## src/hdl/hme_pkg.sv

```systemverilog
package hme_pkg;

	localparam int MAX_BINS_DEF = 256;
	localparam int SAMPLE_FRAC_BITS_DEF = 4;

	localparam int CNT_W = 32;
	localparam int DIV_W = 64;
	localparam int DVS_W = 33;
	localparam int RES_W = 24;
	localparam int CFG_IDX_W = 2;
	localparam int CFG_DATA_W = 16;

	localparam logic [CNT_W-1:0] CNT_MAX = '1;
	localparam logic [RES_W-1:0] RES_MAX = '1;

	localparam logic [CFG_IDX_W-1:0] REG_LOW_EDGE = 2'd0;
	localparam logic [CFG_IDX_W-1:0] REG_BINS = 2'd1;
	localparam logic [CFG_IDX_W-1:0] REG_MIN_ENTRIES = 2'd2;

	localparam logic signed [11:0] LOW_EDGE_RST = 12'sd0;
	localparam logic [8:0] BINS_RST = 9'd200;
	localparam logic [15:0] MIN_ENTRIES_RST = 16'd10;

	typedef struct packed {
		logic mode;
		logic signed [15:0] sample;
	} in_item_t;

	typedef struct packed {
		logic signed [23:0] median;
		logic [23:0] median_error;
		logic enough_entries;
		logic [31:0] entry_total;
	} out_item_t;

	typedef enum logic [3:0] {
		ST_INIT,
		ST_IDLE,
		ST_SUM,
		ST_SCAN,
		ST_DRAIN,
		ST_PREP,
		ST_FRAC_GO,
		ST_FRAC_WAIT,
		ST_ERR1_GO,
		ST_ERR1_WAIT,
		ST_ERR2_GO,
		ST_ERR2_WAIT,
		ST_EMIT
	} state_t;

endpackage

```

## src/hdl/hme_sqrt.sv

```systemverilog
module hme_sqrt (
	input logic clk,
	input logic arst_n,
	input logic start,
	input logic [hme_pkg::DIV_W-1:0] radicand,
	output logic [hme_pkg::DIV_W/2-1:0] root
);

	localparam int RT_W = hme_pkg::DIV_W / 2;
	localparam int REM_W = RT_W + 3;
	localparam int CW = $clog2(RT_W + 1);

	logic [hme_pkg::DIV_W-1:0] x_q;
	logic [REM_W-1:0] rem_q;
	logic [RT_W-1:0] root_q;
	logic [CW-1:0] cnt_q;
	logic busy_q;
	logic [REM_W-1:0] shifted;
	logic [REM_W-1:0] trial;
	logic ge;

	assign shifted = {rem_q[REM_W-3:0], x_q[hme_pkg::DIV_W-1 -: 2]};
	assign trial = {1'b0, root_q, 2'b01};
	assign ge = shifted >= trial;

	always_ff @(posedge clk or negedge arst_n) begin
		if (!arst_n) begin
			busy_q <= 1'b0;
			cnt_q <= '0;
		end else if (start) begin
			busy_q <= 1'b1;
			cnt_q <= '0;
		end else if (busy_q) begin
			cnt_q <= cnt_q + 1'b1;
			if (cnt_q == CW'(RT_W - 1)) begin
				busy_q <= 1'b0;
			end
		end
	end

	always_ff @(posedge clk) begin
		if (start) begin
			x_q <= radicand;
			rem_q <= '0;
			root_q <= '0;
		end else if (busy_q) begin
			x_q <= {x_q[hme_pkg::DIV_W-3:0], 2'b00};
			rem_q <= ge ? (shifted - trial) : shifted;
			root_q <= {root_q[RT_W-2:0], ge};
		end
	end

	assign root = root_q;

endmodule

```

## config.mk

```make
export PLATFORM = sky130hd
export DESIGN_NAME = hme_sqrt
export DESIGN_NICKNAME = d
export VERILOG_FILES = /design/src/hdl/hme_pkg.sv /design/src/hdl/hme_sqrt.sv
export SDC_FILE = /design/constraint.sdc
export NUM_CORES = 1
export LEC_CHECK = 0
export BUFFER_PORTS_ARGS = -buffer_cell sky130_fd_sc_hd__buf_2
export CORE_MARGIN = 3
export CORE_UTILIZATION = 50
export DETAILED_ROUTE_END_ITERATION = 10
export GPL_TIMING_DRIVEN = 1
export HOLD_SLACK_MARGIN = 0.02
export PLACE_DENSITY = 0.71
export SYNTH_ARGS = -nofsm -noshare
export SYNTH_HDL_FRONTEND = slang
export SYNTH_SLANG_ARGS = --single-unit
```

## constraint.sdc

```tcl
create_clock -name clk -period 2.27 [get_ports clk]
set_input_delay 0.227 -clock clk [delete_from_list [all_inputs] [get_ports clk]]
set_output_delay 0.227 -clock clk [all_outputs]
set_load 0.01 [all_outputs]
```

==> results_dict.tcl <==
set metrics [dict create \
    avgRoutedWirePerCell_um 16.67 \
    synth_mux_area_share_pct 16.35 \
    failed_checks "setup timing" \
    cts.path.max_buffers 2 \
    synth-compound-area-share_pct 13.56 \
    ir_drop_uv 1184 \
    die_y_um 129.1 \
    critPathKind "reg -> reg" \
    synth_top_family_by_area "multiplexers" \
    synth_seq_cells 136 \
    gr-total-overflow 0 \
    pwr-share-clk_pct 18.3 \
    cts_tree "built" \
    start_kind "flip-flop" \
    fin_area_um2 10660 \
    power.total_mw 15.00 \
    antenna_found_initial 1 \
    core_area_um2 14700 \
    initial_utilization_pct 51.54 \
    antenna_cells 0 \
    rows 44 \
    dieArea_um2 16670 \
    gp_congestion 0.8853 \
    synth_top_area_share_pct 25.37 \
    setup_viol 33 \
    ant_nets 0 \
    worst_pin_slew_ns 0.8378 \
    max_freq_mhz 402.4 \
    required_ns 2.60 \
    drc_errors 0 \
    dpl.cell_count 1107 \
    tns_ns -4.959 \
    drt_iter0_drc 565 \
    yosys.area.top_type "edfxtp_1" \
    synth_xor_area_share_pct 3.699 \
    cts-buffers-inserted 17 \
    combPwrFrac_pct 60.5 \
    worst_hold_path_type "in -> reg" \
    grt_max_degree 143 \
    fin_nets 1069 \
    netSwitchingPower_mw 5.679 \
    stdcell_count 1164 \
    post-place-ws_ns -0.3502 \
    hpwlAfterDp_um 12230 \
    htreeDepth 4 \
    p_int_mw 9.322 \
    grt_setup_unrepaired "true" \
    port_buffers 98 \
    yosysSeqAreaShare_pct 44.86 \
    synth_cells 737 \
    firstDrtPassIters 5 \
    vias 6438 \
    power_density_nw_per_um2 1407 \
    startpoint "root[3]" \
    period_share_pct 109.5 \
    root_buffer "clkbuf_16" \
    die_x_um 129.1 \
    grt_pass1_vias 6619 \
    pin_count 99 \
    place_area_um2 9244 \
    syn_to_final_growth_pct 40.69 \
    status "finished with violations" \
    grt.total_usage_pct 23.54 \
    maxSlewViolCount 0 \
    synth.area.top_cells "edfxtp_1, dfxtp_1, mux2_2, mux2i_1, ha_1" \
    drive_gt1_share_pct 48.47 \
    fin_skew_ns 0.01221 \
    clock_latency_ns 0.44 \
    synthAdderAreaFrac_pct 5.780 \
    async_flop_share_pct 5.147 \
    max_cap_viol_count 0 \
    arrival_ns 2.81 \
    min_from "radicand[0]" \
    yosysWarnings 0 \
    holdWs_ns 0.07892 \
    grt_pass1_wl_um 31340 \
    syn-num-nets 839 \
    numClockSinks 136 \
    crit_path_max_fanout 4 \
    power_frac_seq_pct 21.2 \
    wirelength_um 19400 \
    vias_per_cell 5.531 \
    fin_crit_ns 2.485 \
    cp-end-kind "flip-flop" \
    cellLeakagePower_nw 4.811 \
    fillCellCount 983 \
    synth_cell_types 64 \
    synth_edf_count 64 \
    synth_area_per_cell_um2 10.28 \
    clkTransAtPathRegs_ns 0.07 \
    p_sw_share_pct 37.86 \
    synthesis.area_um2 7576 \
    finalHoldViolCount 0 \
    slew_headroom_pct 44.15 \
    fin_ws_ns -0.2152 \
    synthFlopType "dfxtp_1" \
    synthSimpleGateAreaFrac_pct 10.65 \
    timing.rr.start "root[3]" \
    final_core_util_pct 72.51 \
]
[worst max-delay path, stage by stage (launching register included)]
cell,delay (ns)
dfxtp_2,0.33
inv_2,0.05
ha_4,0.26
buf_6,0.09
o211ai_1,0.12
a21oi_4,0.22
o21ai_4,0.10
a2111oi_4,0.43
o21ai_4,0.13
buf_6,0.15
o221ai_2,0.17
a21oi_2,0.09
xnor2_1,0.16
o21bai_1,0.07
[logic make-up after synthesis]
kind of cell	Yosys count
and+or+nand+nor	178
AOI/OAI and AO/OA	146
muxes	116
adders and majority gates	35
buffers and inverters	94
DFF	136
xor gates and xnor gates	32
[per-layer routing]
metal	track usage (%)	part of all wire, %	vias to the layer above
li1	-	-	3098
met1	27.77	41	3104
met2	40.43	51	183
met3	7.214	5.2	51
met4	8.833	2.4	2
met5	0	0.067	-
[final timing paths]
path | end | slack, ns | depth (start not counted)
worst max-delay path | rem_q[30] | -0.22 | 13
min in group asynchronous | busy_q | 0.14 | 2
worst max register to register | rem_q[30] | -0.22 | 13
worst min-delay path | x_q[0] | 0.08 | 2
max in group asynchronous | busy_q | 1.96 | 2
worst min register to register | rem_q[16] | 0.51 | 2
[what timing repair did]
item | CTS | global route
resized for setup | 96 | 23
pin swaps | 63 | 15
endpoints found under the hold margin | 7 | 0
buffers inserted | 19 | 2
hold buffers | 1 | 0
setup endpoints to repair | 34 | 34
cloned | 2 | 1
[Yosys cell counts (7+ instances only)]
cell / instances
edfxtp_1: 64
a21o_1: 7
a21oi_1: 38
dfrtp_1: 7
o21ai_0: 22
nand2b_1: 11
nor2_1: 84
ha_1: 35
mux2_2: 62
nand4_1: 10
nand2_1: 34
dfxtp_1: 65
xnor2_1: 23
clkbuf_1: 22
a211oi_1: 26
xor2_1: 9
nand3_1: 13
buf_2: 11
inv_1: 51
mux2i_1: 54
[layout make-up]
| type | instances | area, µm² | share of cell area (%) |
|---|---|---|---|
| sequential | 136 | 3435 | 32.22 |
| multi-input combinational | 507 | 4400 | 41.28 |
| timing repair buffer | 254 | 1819 | 17.07 |
| clock inverter | 15 | 157.7 | 1.479 |
| clock buffer | 17 | 425.4 | 3.991 |
| tap | 184 | 230.2 | 2.160 |
| inverter | 51 | 191.4 | 1.796 |
[registers in the layout, indices dropped and copies added, names as in the netlist]
| name | flops |
|---|---|
| x_q | 64 |
| rem_q | 33 |
| root | 32 |
| cnt_q | 6 |
| busy_q | 1 |
[power by group through the flow]
stage | clock network, mW | logic [mW] | registers [mW]
3_5_place_dp | 0 | 6.55 | 3.17
6_report | 2.74 | 9.08 | 3.18
3_3_place_gp | 0 | 6.40 | 3.16
5_1_grt | 2.91 | 9.66 | 3.22
2_1_floorplan | 0 | 4.54 | 3.15
4_1_cts | 2.79 | 8.25 | 3.17
[placed cells by master, fill, tap and decap left out, types with 5 or more instances in the layout]
cell,Yosys,layout
buf_4,1,138
buf_2,11,97
nor2_1,84,83
edfxtp_1,64,64
mux2_2,62,62
mux2i_1,54,51
inv_1,51,47
dfxtp_1,65,39
nand2_1,34,28
dfxtp_2,0,26
xnor2_1,23,22
a211oi_1,26,21
ha_4,0,21
clkbuf_16,0,18
a21oi_1,38,17
a21oi_2,3,17
o21ai_0,22,14
nand3_1,13,13
ha_1,35,13
nand4_1,10,10
buf_6,2,10
nand2b_1,11,9
xor2_1,9,8
o21ai_2,2,8
a211oi_2,2,7
a21o_1,7,7
a21oi_4,0,7
dfrtp_1,7,6
o211ai_1,5,5
inv_6,0,5
(Power assumes the default switching activity.)
