[src/hdl/hme_pkg.sv]
package hme_pkg;

	localparam int MAX_BINS_DEF = 256;
	localparam int SAMPLE_FRAC_BITS_DEF = 4;

	localparam int CNT_W = 32;
	localparam int DIV_W = 64;
	localparam int DVS_W = 33;
	localparam int RES_W = 24;
	localparam int CFG_IDX_W = 2;
	localparam int CFG_DATA_W = 16;

	localparam logic [CNT_W-1:0] CNT_MAX = '1;
	localparam logic [RES_W-1:0] RES_MAX = '1;

	localparam logic [CFG_IDX_W-1:0] REG_LOW_EDGE = 2'd0;
	localparam logic [CFG_IDX_W-1:0] REG_BINS = 2'd1;
	localparam logic [CFG_IDX_W-1:0] REG_MIN_ENTRIES = 2'd2;

	localparam logic signed [11:0] LOW_EDGE_RST = 12'sd0;
	localparam logic [8:0] BINS_RST = 9'd200;
	localparam logic [15:0] MIN_ENTRIES_RST = 16'd10;

	typedef struct packed {
		logic mode;
		logic signed [15:0] sample;
	} in_item_t;

	typedef struct packed {
		logic signed [23:0] median;
		logic [23:0] median_error;
		logic enough_entries;
		logic [31:0] entry_total;
	} out_item_t;

	typedef enum logic [3:0] {
		ST_INIT,
		ST_IDLE,
		ST_SUM,
		ST_SCAN,
		ST_DRAIN,
		ST_PREP,
		ST_FRAC_GO,
		ST_FRAC_WAIT,
		ST_ERR1_GO,
		ST_ERR1_WAIT,
		ST_ERR2_GO,
		ST_ERR2_WAIT,
		ST_EMIT
	} state_t;

endpackage

[src/hdl/hme_divider.sv]
module hme_divider (
	input logic clk,
	input logic arst_n,
	input logic start,
	input logic [hme_pkg::DIV_W-1:0] dividend,
	input logic [hme_pkg::DVS_W-1:0] divisor,
	output logic done,
	output logic [hme_pkg::DIV_W-1:0] quotient
);

	localparam int REM_W = hme_pkg::DVS_W + 1;
	localparam int CW = $clog2(hme_pkg::DIV_W + 1);

	logic [hme_pkg::DIV_W-1:0] dvd_q;
	logic [REM_W-1:0] rem_q;
	logic [hme_pkg::DVS_W-1:0] dvs_q;
	logic [CW-1:0] cnt_q;
	logic busy_q;
	logic done_q;
	logic [REM_W-1:0] shifted;
	logic ge;

	assign shifted = {rem_q[REM_W-2:0], dvd_q[hme_pkg::DIV_W-1]};
	assign ge = shifted >= {1'b0, dvs_q};

	always_ff @(posedge clk or negedge arst_n) begin
		if (!arst_n) begin
			busy_q <= 1'b0;
			done_q <= 1'b0;
			cnt_q <= '0;
		end else begin
			done_q <= 1'b0;
			if (start) begin
				busy_q <= 1'b1;
				cnt_q <= '0;
			end else if (busy_q) begin
				cnt_q <= cnt_q + 1'b1;
				if (cnt_q == CW'(hme_pkg::DIV_W - 1)) begin
					busy_q <= 1'b0;
					done_q <= 1'b1;
				end
			end
		end
	end

	always_ff @(posedge clk) begin
		if (start) begin
			dvd_q <= dividend;
			dvs_q <= divisor;
			rem_q <= '0;
		end else if (busy_q) begin
			rem_q <= ge ? (shifted - {1'b0, dvs_q}) : shifted;
			dvd_q <= {dvd_q[hme_pkg::DIV_W-2:0], ge};
		end
	end

	assign done = done_q;
	assign quotient = dvd_q;

endmodule

[config.mk]
export PLATFORM = sky130hd
export DESIGN_NAME = hme_divider
export DESIGN_NICKNAME = d
export VERILOG_FILES = /design/src/hdl/hme_pkg.sv /design/src/hdl/hme_divider.sv
export SDC_FILE = /design/constraint.sdc
export NUM_CORES = 1
export LEC_CHECK = 0
export ABC_AREA = 0
export BUFFER_PORTS_ARGS = -buffer_cell sky130_fd_sc_hd__buf_4
export CELL_PAD_IN_SITES_DETAIL_PLACEMENT = 0
export CELL_PAD_IN_SITES_GLOBAL_PLACEMENT = 1
export CORE_MARGIN = 2
export CORE_UTILIZATION = 43
export CTS_CLUSTER_DIAMETER = 30
export DETAILED_ROUTE_END_ITERATION = 10
export PLACE_DENSITY = 0.78
export SLEW_MARGIN = 20
export SYNTH_ARGS = -nofsm -noshare
export SYNTH_HDL_FRONTEND = slang
export SYNTH_SLANG_ARGS = --single-unit
[constraint.sdc]
create_clock -name clk -period 5.3 [get_ports clk]
set_input_delay 0 -clock clk [delete_from_list [all_inputs] [get_ports clk]]
set_output_delay 0 -clock clk [all_outputs]
set_load 0.01 [all_outputs]
==> results.ini, run 1 <==
[setup_path]
cp_slowest_cell=o31a_1
crit_path_frequent_cell=inv_1
r2r_end=rem_q[0]$_SDFFE_PP0P_
end_kind=flip-flop
crit_chain=inv_1, ha_1, inv_1, fa_1, a21o_1, a221oi_2, o221ai_4, a21o_4, a31oi_4, o31a_1, nand2_1, a311oi_1
reg2reg_slack_ps=1550
worstPathMaxFanout=18
crit_type=reg2reg
required_ps=5640
critPathMaxStageDelay_ps=740
r2r_cells=12
cp-start-kind=flip-flop
r2r_start=quotient[63]$_DFFE_PP_
arrival_ps=4080

[run]
drv_cap=0

[pwr]
power_frac_comb_pct=41.5
intPower_w=0.002817
p_per_area_mw_per_mm2=426.5
design_power_total_w=0.004500
leakage_nw=4.371
seqPwrFrac_pct=33.8
power_switching_share_pct=37.39
ir_drop_v=0.0002739
p_sw_w=0.001683
clockPowerShare_pct=24.7

[route]
viasPerCell=5.375
via_count=6310
drc=0
drtAntennaViolNets=0
dr.pass1.iters=5
initialDrtViolationCount=406
drt_wl_total_mm=20.59
post_drt_wl_per_cell_um=17.54

[timing]
holdWs_ps=66.79
hold_violations=0
skew_ps=12.37
fmax_ghz=0.2668
fin_crit_sh_pct=70.71
setup_viol=0
setup-tns-final_ps=0
finalMaxSlewViolations=0
setup_slack_ps=1552
max-slew-margin-rel_pct=33.98
min_period_ps=3748
rsz0062_at_grt=no
tightest_slew_ps=983.6

[floorplan]
die_h_um=137.3
initial_core_util_pct=44.02
dieWidth_um=137.3
fp.dieArea_mm2=0.01885
io_pins=165
core_area_mm2=0.01736
rows=48

[placed_design]
gp_congestion=0.8582
port_buffers=164
dp_slack_ps=1598
dp_hpwl_mm=13.91

[global_route]
antenna_found_initial=0
grt-ovfl-total=0
grt_pass1_wl_mm=32.93
grt_max_degree=94
track_usage_pct=22.49
grt_pass1_vias=6444

[layout]
seqCellArea_mm2=0.003799
n_antenna_cell=0
syn_to_final_growth_pct=38.09
final_net_count=1071
multi_input_comb_area_mm2=0.003513
drive_gt1_share_pct=29.08
fillCellCount=1378

[hold_path]
min_to=cnt_q[2]$_DFFE_PN0P_
worstHoldPathCells=2
min-delay-start=start
min_path_type=in2reg

[synth]
syn-instance-count=686
mappedNetlistArea_mm2=0.007641
syn_nets=821
synth_warnings=0
synthArstFlopShare_pct=6.475
seq_area_frac_synth_pct=49.71
syn_avg_cell_area_um2=11.14
synth_seq_cells=139
synth.distinct_cells=62
synth_ff_type=edfxtp_1
synth_edf_count=97

[clock_network]
insertion_delay_ps=430
clock-sinks=139
cts_buffer_depth=2
clk_pin_slew_ps=60
numCtsBuffers=17
cts_max_level=4
root_buffer=clkbuf_16
cts_tree=built

[run_status]
outcome=finished clean

[registers in the layout, summed over array words and instances, names as in the netlist]
signal,cells
rem_q,33
done,1
cnt_q,7
quotient,64
busy_q,1
dvs_q,33
[per-layer routing]
layer / global-route usage, % / vias up / part of all wire (%)
met5: 0 / - / 0
met3: 7.432 / 28 / 6.7
met4: 7.675 / 0 / 2.1
li1: - / 3055 / -
met2: 38.39 / 205 / 50
met1: 26.57 / 3022 / 41
[layout by cell type, fill, tap and decap left out, types with 5 or more instances in the layout]
cell type	Yosys	routed
inv_6	0	5
o211ai_1	6	6
o31ai_1	6	6
nand2_1	44	44
nand3_1	16	16
a22oi_1	5	5
nor3_1	8	8
nand2b_1	9	9
dfxtp_1	33	33
dlygate4sd3_1	0	99
mux2i_1	22	22
inv_1	43	42
dfrtp_1	9	9
a211oi_1	21	21
xor2_1	12	12
clkbuf_16	0	17
o21ai_0	23	23
ha_1	34	34
nand4b_1	5	5
o21a_1	7	7
mux2_2	65	65
nor4_1	6	6
a21oi_1	38	38
xnor2_1	18	18
nand4_1	8	8
edfxtp_1	97	97
nor2_1	50	49
a31oi_1	6	6
buf_4	2	167
[power by group through the flow]
| stage | Combinational (W) | Sequential (W) | Clock [W] |
|---|---|---|---|
| 2_1_floorplan | 0.00134 | 0.00152 | 0 |
| 3_3_place_gp | 0.00177 | 0.00153 | 0 |
| 3_5_place_dp | 0.00179 | 0.00153 | 0 |
| 4_1_cts | 0.00186 | 0.00152 | 0.00113 |
| 5_1_grt | 0.00205 | 0.00154 | 0.00117 |
| 6_report | 0.00187 | 0.00152 | 0.00111 |
[worst max path at each step]
| stage | from | end | slack [ps] |
|---|---|---|---|
| floorplan | quotient[63]$_DFFE_PP_ | quotient[0]$_DFFE_PP_ | 2110 |
| global placement | quotient[63]$_DFFE_PP_ | rem_q[0]$_SDFFE_PP0P_ | 1720 |
| detailed placement | quotient[63]$_DFFE_PP_ | rem_q[0]$_SDFFE_PP0P_ | 1600 |
| CTS | quotient[63]$_DFFE_PP_ | rem_q[0]$_SDFFE_PP0P_ | 1550 |
| global route | quotient[63]$_DFFE_PP_ | rem_q[0]$_SDFFE_PP0P_ | 1370 |
| finish | quotient[63]$_DFFE_PP_ | rem_q[0]$_SDFFE_PP0P_ | 1550 |
[timing repair]
item,CTS,global route
setup endpoints to repair,0,0
gates resized for setup,0,0
hold buffers,99,0
hold endpoints to repair,106,0
buffers inserted,0,0
[metrics by stage]
stage                     util, %  instance area, um^2  cells
final                       60.79                10550   1174
after global routing        60.79                10550   1174
after CTS                   60.76                10550   1174
after detailed placement    51.93                 9014   1043
after global placement      51.93                 9014   1043
after floorplan                 -                 7641    686
[cell type report]
type | instances | area share (%)
Sequential cell | 139 | 36.00
Multi-Input combinational cell | 468 | 33.30
Timing Repair Buffer | 267 | 21.38
Clock buffer | 18 | 4.067
Tap cell | 225 | 2.668
Inverter | 43 | 1.530
Clock inverter | 14 | 1.055
[synth_stat cells (all sizes together) (21+ instances only)]
cell type / count / share of area [%]
a211oi: 21 / 2.1
a21oi: 38 / 2.5
clkbuf: 25 / 1.3
dfxtp: 33 / 8.6
edfxtp: 97 / 38
ha: 34 / 5.6
inv: 43 / 2.1
mux2: 65 / 9.6
mux2i: 22 / 2.9
nand2: 44 / 2.2
nor2: 50 / 2.5
o21ai: 26 / 1.7
[worst max-delay path: cells and delay by family, from the launching register on]
kind,cells,cell delay (ps)
AOI/OAI and AO/OA,7,2430
adders and majority gates,2,560
buffers and inverters,2,130
DFF,1,410
and+or+nand+nor,1,130
[kinds of logic after synthesis]
logic type	Yosys count	synth area share, %
mux	87	12.46
buf+inv	79	4.339
fa+ha+maj	35	5.829
compound gates	148	13.51
flops	139	49.71
simple gates	168	10.71
xor+xnor	30	3.439
Power figures use the tool's default switching activity.
==> inputs of run 2 (changes only) <==
ABC_AREA = 1   (was 0)
CORE_UTILIZATION = 37   (was 43)
PLACE_DENSITY = 0.76   (was 0.78)
clock period = 3.1 ns   (was 5.3 ns; I/O delays follow)
==> run 2 against run 1 <==
  * Wire length rose by 20%
  * Sequential power rose by 66%
  * Highest routed layer unchanged
  * Critical path type unchanged
  * Largest power group unchanged
  * Worst setup slack got worse by 860 ps
==> results.ini, run 2 <==
[run_status]
outcome=finished clean

[synth]
synthMuxAreaShare_pct=0
synth.distinct_cells=39
synth-simple-area-share_pct=35.40
syn_nets=1304
synth_ff_type=edfxtp_1
netlist_top_cells_area=edfxtp_1 (34%), nand2_1 (23%), inv_1 (7.8%)
synth_commonest_cells=nand2_1 (515), inv_1 (178), edfxtp_1 (97), nand3_1 (87), nor2_1 (47)
synth_warnings=0
synth_edf_count=97
syn-instance-count=1169
synth-compound-area-share_pct=3.084
yosysMostFrequentCell=nand2_1
synthAdderAreaFrac_pct=5.204
synthArstFlopShare_pct=6.475
yosys.area_share.xor_xnor_pct=1.535
syn_avg_cell_area_um2=7.322
seq_area_frac_synth_pct=44.38
mappedNetlistArea_mm2=0.008559
synth.top_cell.area_share_pct=34.03
synth_top_area_cell=edfxtp_1
synth_seq_cells=139
synth_top_family_by_area=simple AND/OR/NAND/NOR gates

[layout]
drive_gt1_share_pct=17.07
final_cell_mix=nand2_1 (515), inv_1 (177), buf_4 (170)
syn_to_final_growth_pct=35.74
largest_register_ffs=64
n_antenna_cell=0
seqCellArea_mm2=0.003799
final_net_count=1563
fillCellCount=2187
fin_cells=1726
multi_input_comb_area_mm2=0.003879
final_common_cell=nand2_1

[timing]
fin_crit_sh_pct=77.77
finalMaxSlewViolations=0
skew_ps=13.15
hold_violations=0
setup-tns-final_ps=0
setup_viol=0
rsz0062_at_grt=no
holdWs_ps=32.21
min_period_ps=2411
tightest_slew_ps=910.4
fmax_ghz=0.4148
max-slew-margin-rel_pct=39.30

[floorplan]
core_area_mm2=0.02264
die_h_um=156.1
io_pins=165
initial_core_util_pct=37.81
dieWidth_um=156.1
fp.dieArea_mm2=0.02437
rows=55

[pwr]
ir_drop_v=0.0003399
leakage_nw=6.023
p_per_area_mw_per_mm2=729.0

[clock_network]
insertion_delay_ps=440
cts_max_level=4
root_buffer=clkbuf_16
cts_buffer_depth=2
clk_pin_slew_ps=70
clock-sinks=139
postCtsSetupRepairBufs=0
cts_tree=built
ctsResizeCount=0
numCtsBuffers=17

[route]
drtAntennaViolNets=0
drc=0
dr.pass1.iters=6
initialDrtViolationCount=401
drt_wl_total_mm=24.74
viasPerCell=4.568
post_drt_wl_per_cell_um=14.33
via_count=7884

[setup_path]
cp_slowest_cell=fa_1
critPathMaxStageDelay_ps=440
reg2reg_slack_ps=690
end_kind=flip-flop
r2r_end=rem_q[21]$_SDFFE_PP0P_
cp-start-kind=flip-flop
r2r_cells=13
r2r_start=quotient[63]$_DFFE_PP_
worstPathMaxFanout=36
crit_type=reg2reg
arrival_ps=2790
worstSetupStartpoint=quotient[63]$_DFFE_PP_
critPathCapture=rem_q[21]$_SDFFE_PP0P_
crit_chain=inv_1, ha_1, inv_1, fa_1, nand3_1, nand3_2, nand2_2, nand2_4, nand2_8, nand2_8, nand2_1, nand3_1, nand2_1
required_ps=3480

[placed_design]
placedCellCount=1595
port_buffers=164
dp_hpwl_mm=17.61
gp_congestion=0.8660

[run]
drv_cap=0

[global_route]
grt_max_degree=75
grt_pass1_vias=7927
met1_usage_pct=27.26
antenna_found_initial=0
grt_use_met3_pct=6.111
track_usage_pct=21.12
grt_use_met2_pct=34.68
busiest_layer=met2
grt-ovfl-total=0
grt_pass1_wl_mm=40.45

[hold_path]
min_path_type=in2reg

-- run 2: cell count changes after synthesis, sizes merged, moves of 12 or more --
| cell | delta |
|---|---|
| nand2 | +485 |
| inv | +145 |
| a211oi | -21 |
| mux2 | -65 |
| nand3 | +72 |
| nand3b | +12 |
| a21oi | -15 |
| mux2i | -22 |
-- run 2: metal layers --
| layer | vias to the layer above | wire [um] |
|---|---|---|
| met1 | 3523 | 11470 |
| met5 | - | 0 |
| met4 | 0 | 417 |
| met3 | 26 | 1547 |
| li1 | 4140 | - |
| met2 | 195 | 11300 |
-- run 2: cell type report --
type,instances,share of cell area (%)
Tap cell,285,3.069
Clock inverter,15,1.335
Clock buffer,17,3.661
Inverter,191,6.171
Multi-Input combinational cell,809,33.38
Timing Repair Buffer,270,19.69
Sequential cell,139,32.69
-- run 2: worst min-delay path by stage --
stage	cells past startpoint	endpoint	start
2_1_floorplan	0	busy_q$_DFF_PN0_	arst_n
3_3_place_gp	1	cnt_q[4]$_DFFE_PN0P_	arst_n
3_5_place_dp	1	cnt_q[4]$_DFFE_PN0P_	arst_n
4_1_cts	1	dvs_q[3]$_DFFE_PP_	start
5_1_grt	1	dvs_q[2]$_DFFE_PP_	start
6_report	1	dvs_q[1]$_DFFE_PP_	start
-- run 2: what timing repair did --
item                                   in CTS  in global routing
hold buffers                               99                  0
setup endpoints to repair                   0                  0
endpoints found under the hold margin     106                  0
-- run 2: cells by family (layout without fill, tap and decap cells) --
logic type                 count (synthesis)  in the layout
buffers and inverters                    221            493
and+or+nand+nor                          712            712
DFF                                      139            139
xor gates and xnor gates                  15             15
AOI/OAI and AO/OA                         47             47
adders and majority gates                 35             35
-- run 2: worst max-delay path, delay by kind of cell (launching register included) --
family                   cells  cell delay [ps]
flip-flops                   1              400
AND/OR/NAND/NOR              9             1170
adder cells (fa/ha/maj)      2              580
buffers and inverters        2              150
-- run 2: power breakdown --
part / total (W) / internal, W / switching (W)
sequential: 0.00252 / 0.00232 / 0.000200
combinational: 0.00390 / 0.00149 / 0.00241
clock: 0.00204 / 0.00107 / 0.000971
-- run 2: stage by stage --
step | total power [W] | utilization [%] | setup WS [ps] | area (um^2)
floorplan | 0.005420 | - | 81.15 | 8559
global placement | 0.006355 | 44.38 | 733.6 | 10050
detailed placement | 0.006355 | 44.38 | 694.7 | 10050
CTS | 0.008527 | 51.32 | 669.5 | 11620
global route | 0.009193 | 51.32 | 426.7 | 11620
finish | 0.008470 | 51.32 | 689.2 | 11620
==> inputs of run 3 (changes only) <==
CORE_UTILIZATION = 40   (was 37)
PLACE_DENSITY = 0.78   (was 0.76)
clock period = 2.25 ns   (was 3.1 ns; I/O delays follow)
==> run 3 against run 2 <==
  * Global-route usage grew 1.4 points
  * Total power rose by 54%
  * Flip-flop and latch count unchanged
==> results.ini, run 3 (synthesis gave the netlist of run 2 again) <==
[timing]
skew_ps=21.25
min_period_ps=2164
fmax_ghz=0.4622
finalMaxSlewViolations=0
holdWs_ps=27.98
hold_violations=0
max-slew-margin-rel_pct=60.68
rsz0062_at_grt=yes
tightest_slew_ps=589.8
setup_viol=0
fin_crit_sh_pct=96.17
setup_slack_ps=86.24
setup-tns-final_ps=0

[floorplan]
initial_core_util_pct=40.72
core_area_mm2=0.02102
rows=53
die_h_um=150.3
io_pins=165
fp.dieArea_mm2=0.02258
dieWidth_um=150.3

[pwr]
intPower_w=0.007684
clockPowerShare_pct=22.7
leakage_nw=6.246
p_sw_w=0.005331
p_per_area_mw_per_mm2=1059
seqPwrFrac_pct=27.4
power_switching_share_pct=40.96
power_frac_comb_pct=50.0
ir_drop_v=0.0004892

[clock_network]
clk_pin_slew_ps=70
root_buffer=clkbuf_16
clock-sinks=139
cts_max_level=4
numCtsBuffers=17
insertion_delay_ps=440
cts_tree=built
cts_buffer_depth=2

[route]
post_drt_wl_per_cell_um=14.52
dr.pass1.iters=6
drtAntennaViolNets=0
via_count=8192
drt_wl_total_mm=25.38
viasPerCell=4.686
initialDrtViolationCount=486
drc=0

[global_route]
grt_pass1_vias=8003
grt_max_degree=55
grt_pass1_wl_mm=39.96
antenna_found_initial=0
grt-ovfl-total=0
track_usage_pct=22.54

[placed_design]
port_buffers=164
dp_slack_ps=2.245
placed_area_mm2=0.01021
gp_congestion=0.9243
dp_hpwl_mm=17.62
placedCellCount=1609

[setup_path]
end_kind=flip-flop
required_ps=2550
reg2reg_slack_ps=90
worstSetupStartpoint=dvs_q[19]$_DFFE_PP_
r2r_end=rem_q[3]$_SDFFE_PP0P_
worstPathMaxFanout=9
r2r_cells=13
cp-start-kind=flip-flop
arrival_ps=2460
r2r_start=dvs_q[19]$_DFFE_PP_
crit_type=reg2reg

[run_status]
outcome=finished clean

[layout]
n_antenna_cell=0
design_area_mm2=0.01229
final_common_cell=nand2_1
syn_to_final_growth_pct=43.59
fin_cells=1748
final_net_count=1595
largest_register_ffs=64
final_cell_mix=nand2_1 (499), buf_4 (194), inv_1 (172)
drive_gt1_share_pct=22.34

[hold_path]
min-delay-start=start
min_to=dvs_q[0]$_DFFE_PP_
min_path_type=in2reg
worstHoldPathCells=1

[run]
drv_cap=0

## run 3: cell types whose count changed in the layout (fill, tap and decap cells not counted), sizes merged
cell and change:
clkinv -6, nand2 +1, clkinvlp +1, buf +29
clkbuf +3, inv +2, bufinv +2
## run 3: worst max-delay path, cell delays in order (launching register included)
cell and delay, ps:
edfxtp_1 390, inv_1 110, ha_4 220, nand2_1 90
nand2_1 60, nand2_1 70, nand2_2 70, a21oi_4 190
nor2_4 60, nor2_8 290, buf_12 180, nand3_1 100
nand3_1 100, o21ai_1 70
## run 3: metal layers
layer	vias up	global-route usage, %	share of wire [%]
li1	4214	-	-
met5	-	0	0
met2	218	37.45	47
met4	0	8.066	2.7
met3	49	5.788	5.8
met1	3711	28.33	44
## run 3: cell type report
class	count	area, um^2
Multi-Input combinational cell	810	4234
Clock inverter	14	172.7
Tap cell	275	344.1
Clock buffer	18	429.2
Fill cell	1893	8731
Inverter	191	716.9
Sequential cell	139	3799
Timing Repair Buffer	301	2595
## run 3: metrics by stage
stage                     utilization (%)  power [W]
final                               58.47    0.01302
after global routing                58.47    0.01401
after CTS                           56.19    0.01214
after detailed placement            48.57   0.008995
after global placement              48.57   0.008995
after floorplan                         -   0.007467
## run 3: worst max-delay path by stage
stage | to | slack, ps
6_report | rem_q[3]$_SDFFE_PP0P_ | 90
5_1_grt | rem_q[29]$_SDFFE_PP0P_ | -20
4_1_cts | rem_q[3]$_SDFFE_PP0P_ | 0.7
3_5_place_dp | rem_q[32]$_SDFFE_PP0P_ | 2
3_3_place_gp | rem_q[32]$_SDFFE_PP0P_ | 40
2_1_floorplan | rem_q[10]$_SDFFE_PP0P_ | 150
## run 3: power by group through the flow
stage | Combinational, W | Sequential, W | Clock, W
after global routing | 0.00728 | 0.00362 | 0.00311
after floorplan | 0.00395 | 0.00352 | 0
after detailed placement | 0.00547 | 0.00352 | 0
after global placement | 0.00547 | 0.00353 | 0
final | 0.00651 | 0.00356 | 0.00295
after CTS | 0.00566 | 0.00348 | 0.00299
## run 3: repair_timing
action | 4_1_cts | 5_1_grt
hold buffers | 99 | 0
gates resized for setup | 3 | 74
pin swaps | 1 | 21
hold endpoints to repair | 106 | 0
buffers inserted | 0 | 5
setup endpoints to repair | 2 | 34
gates cloned | 0 | 3
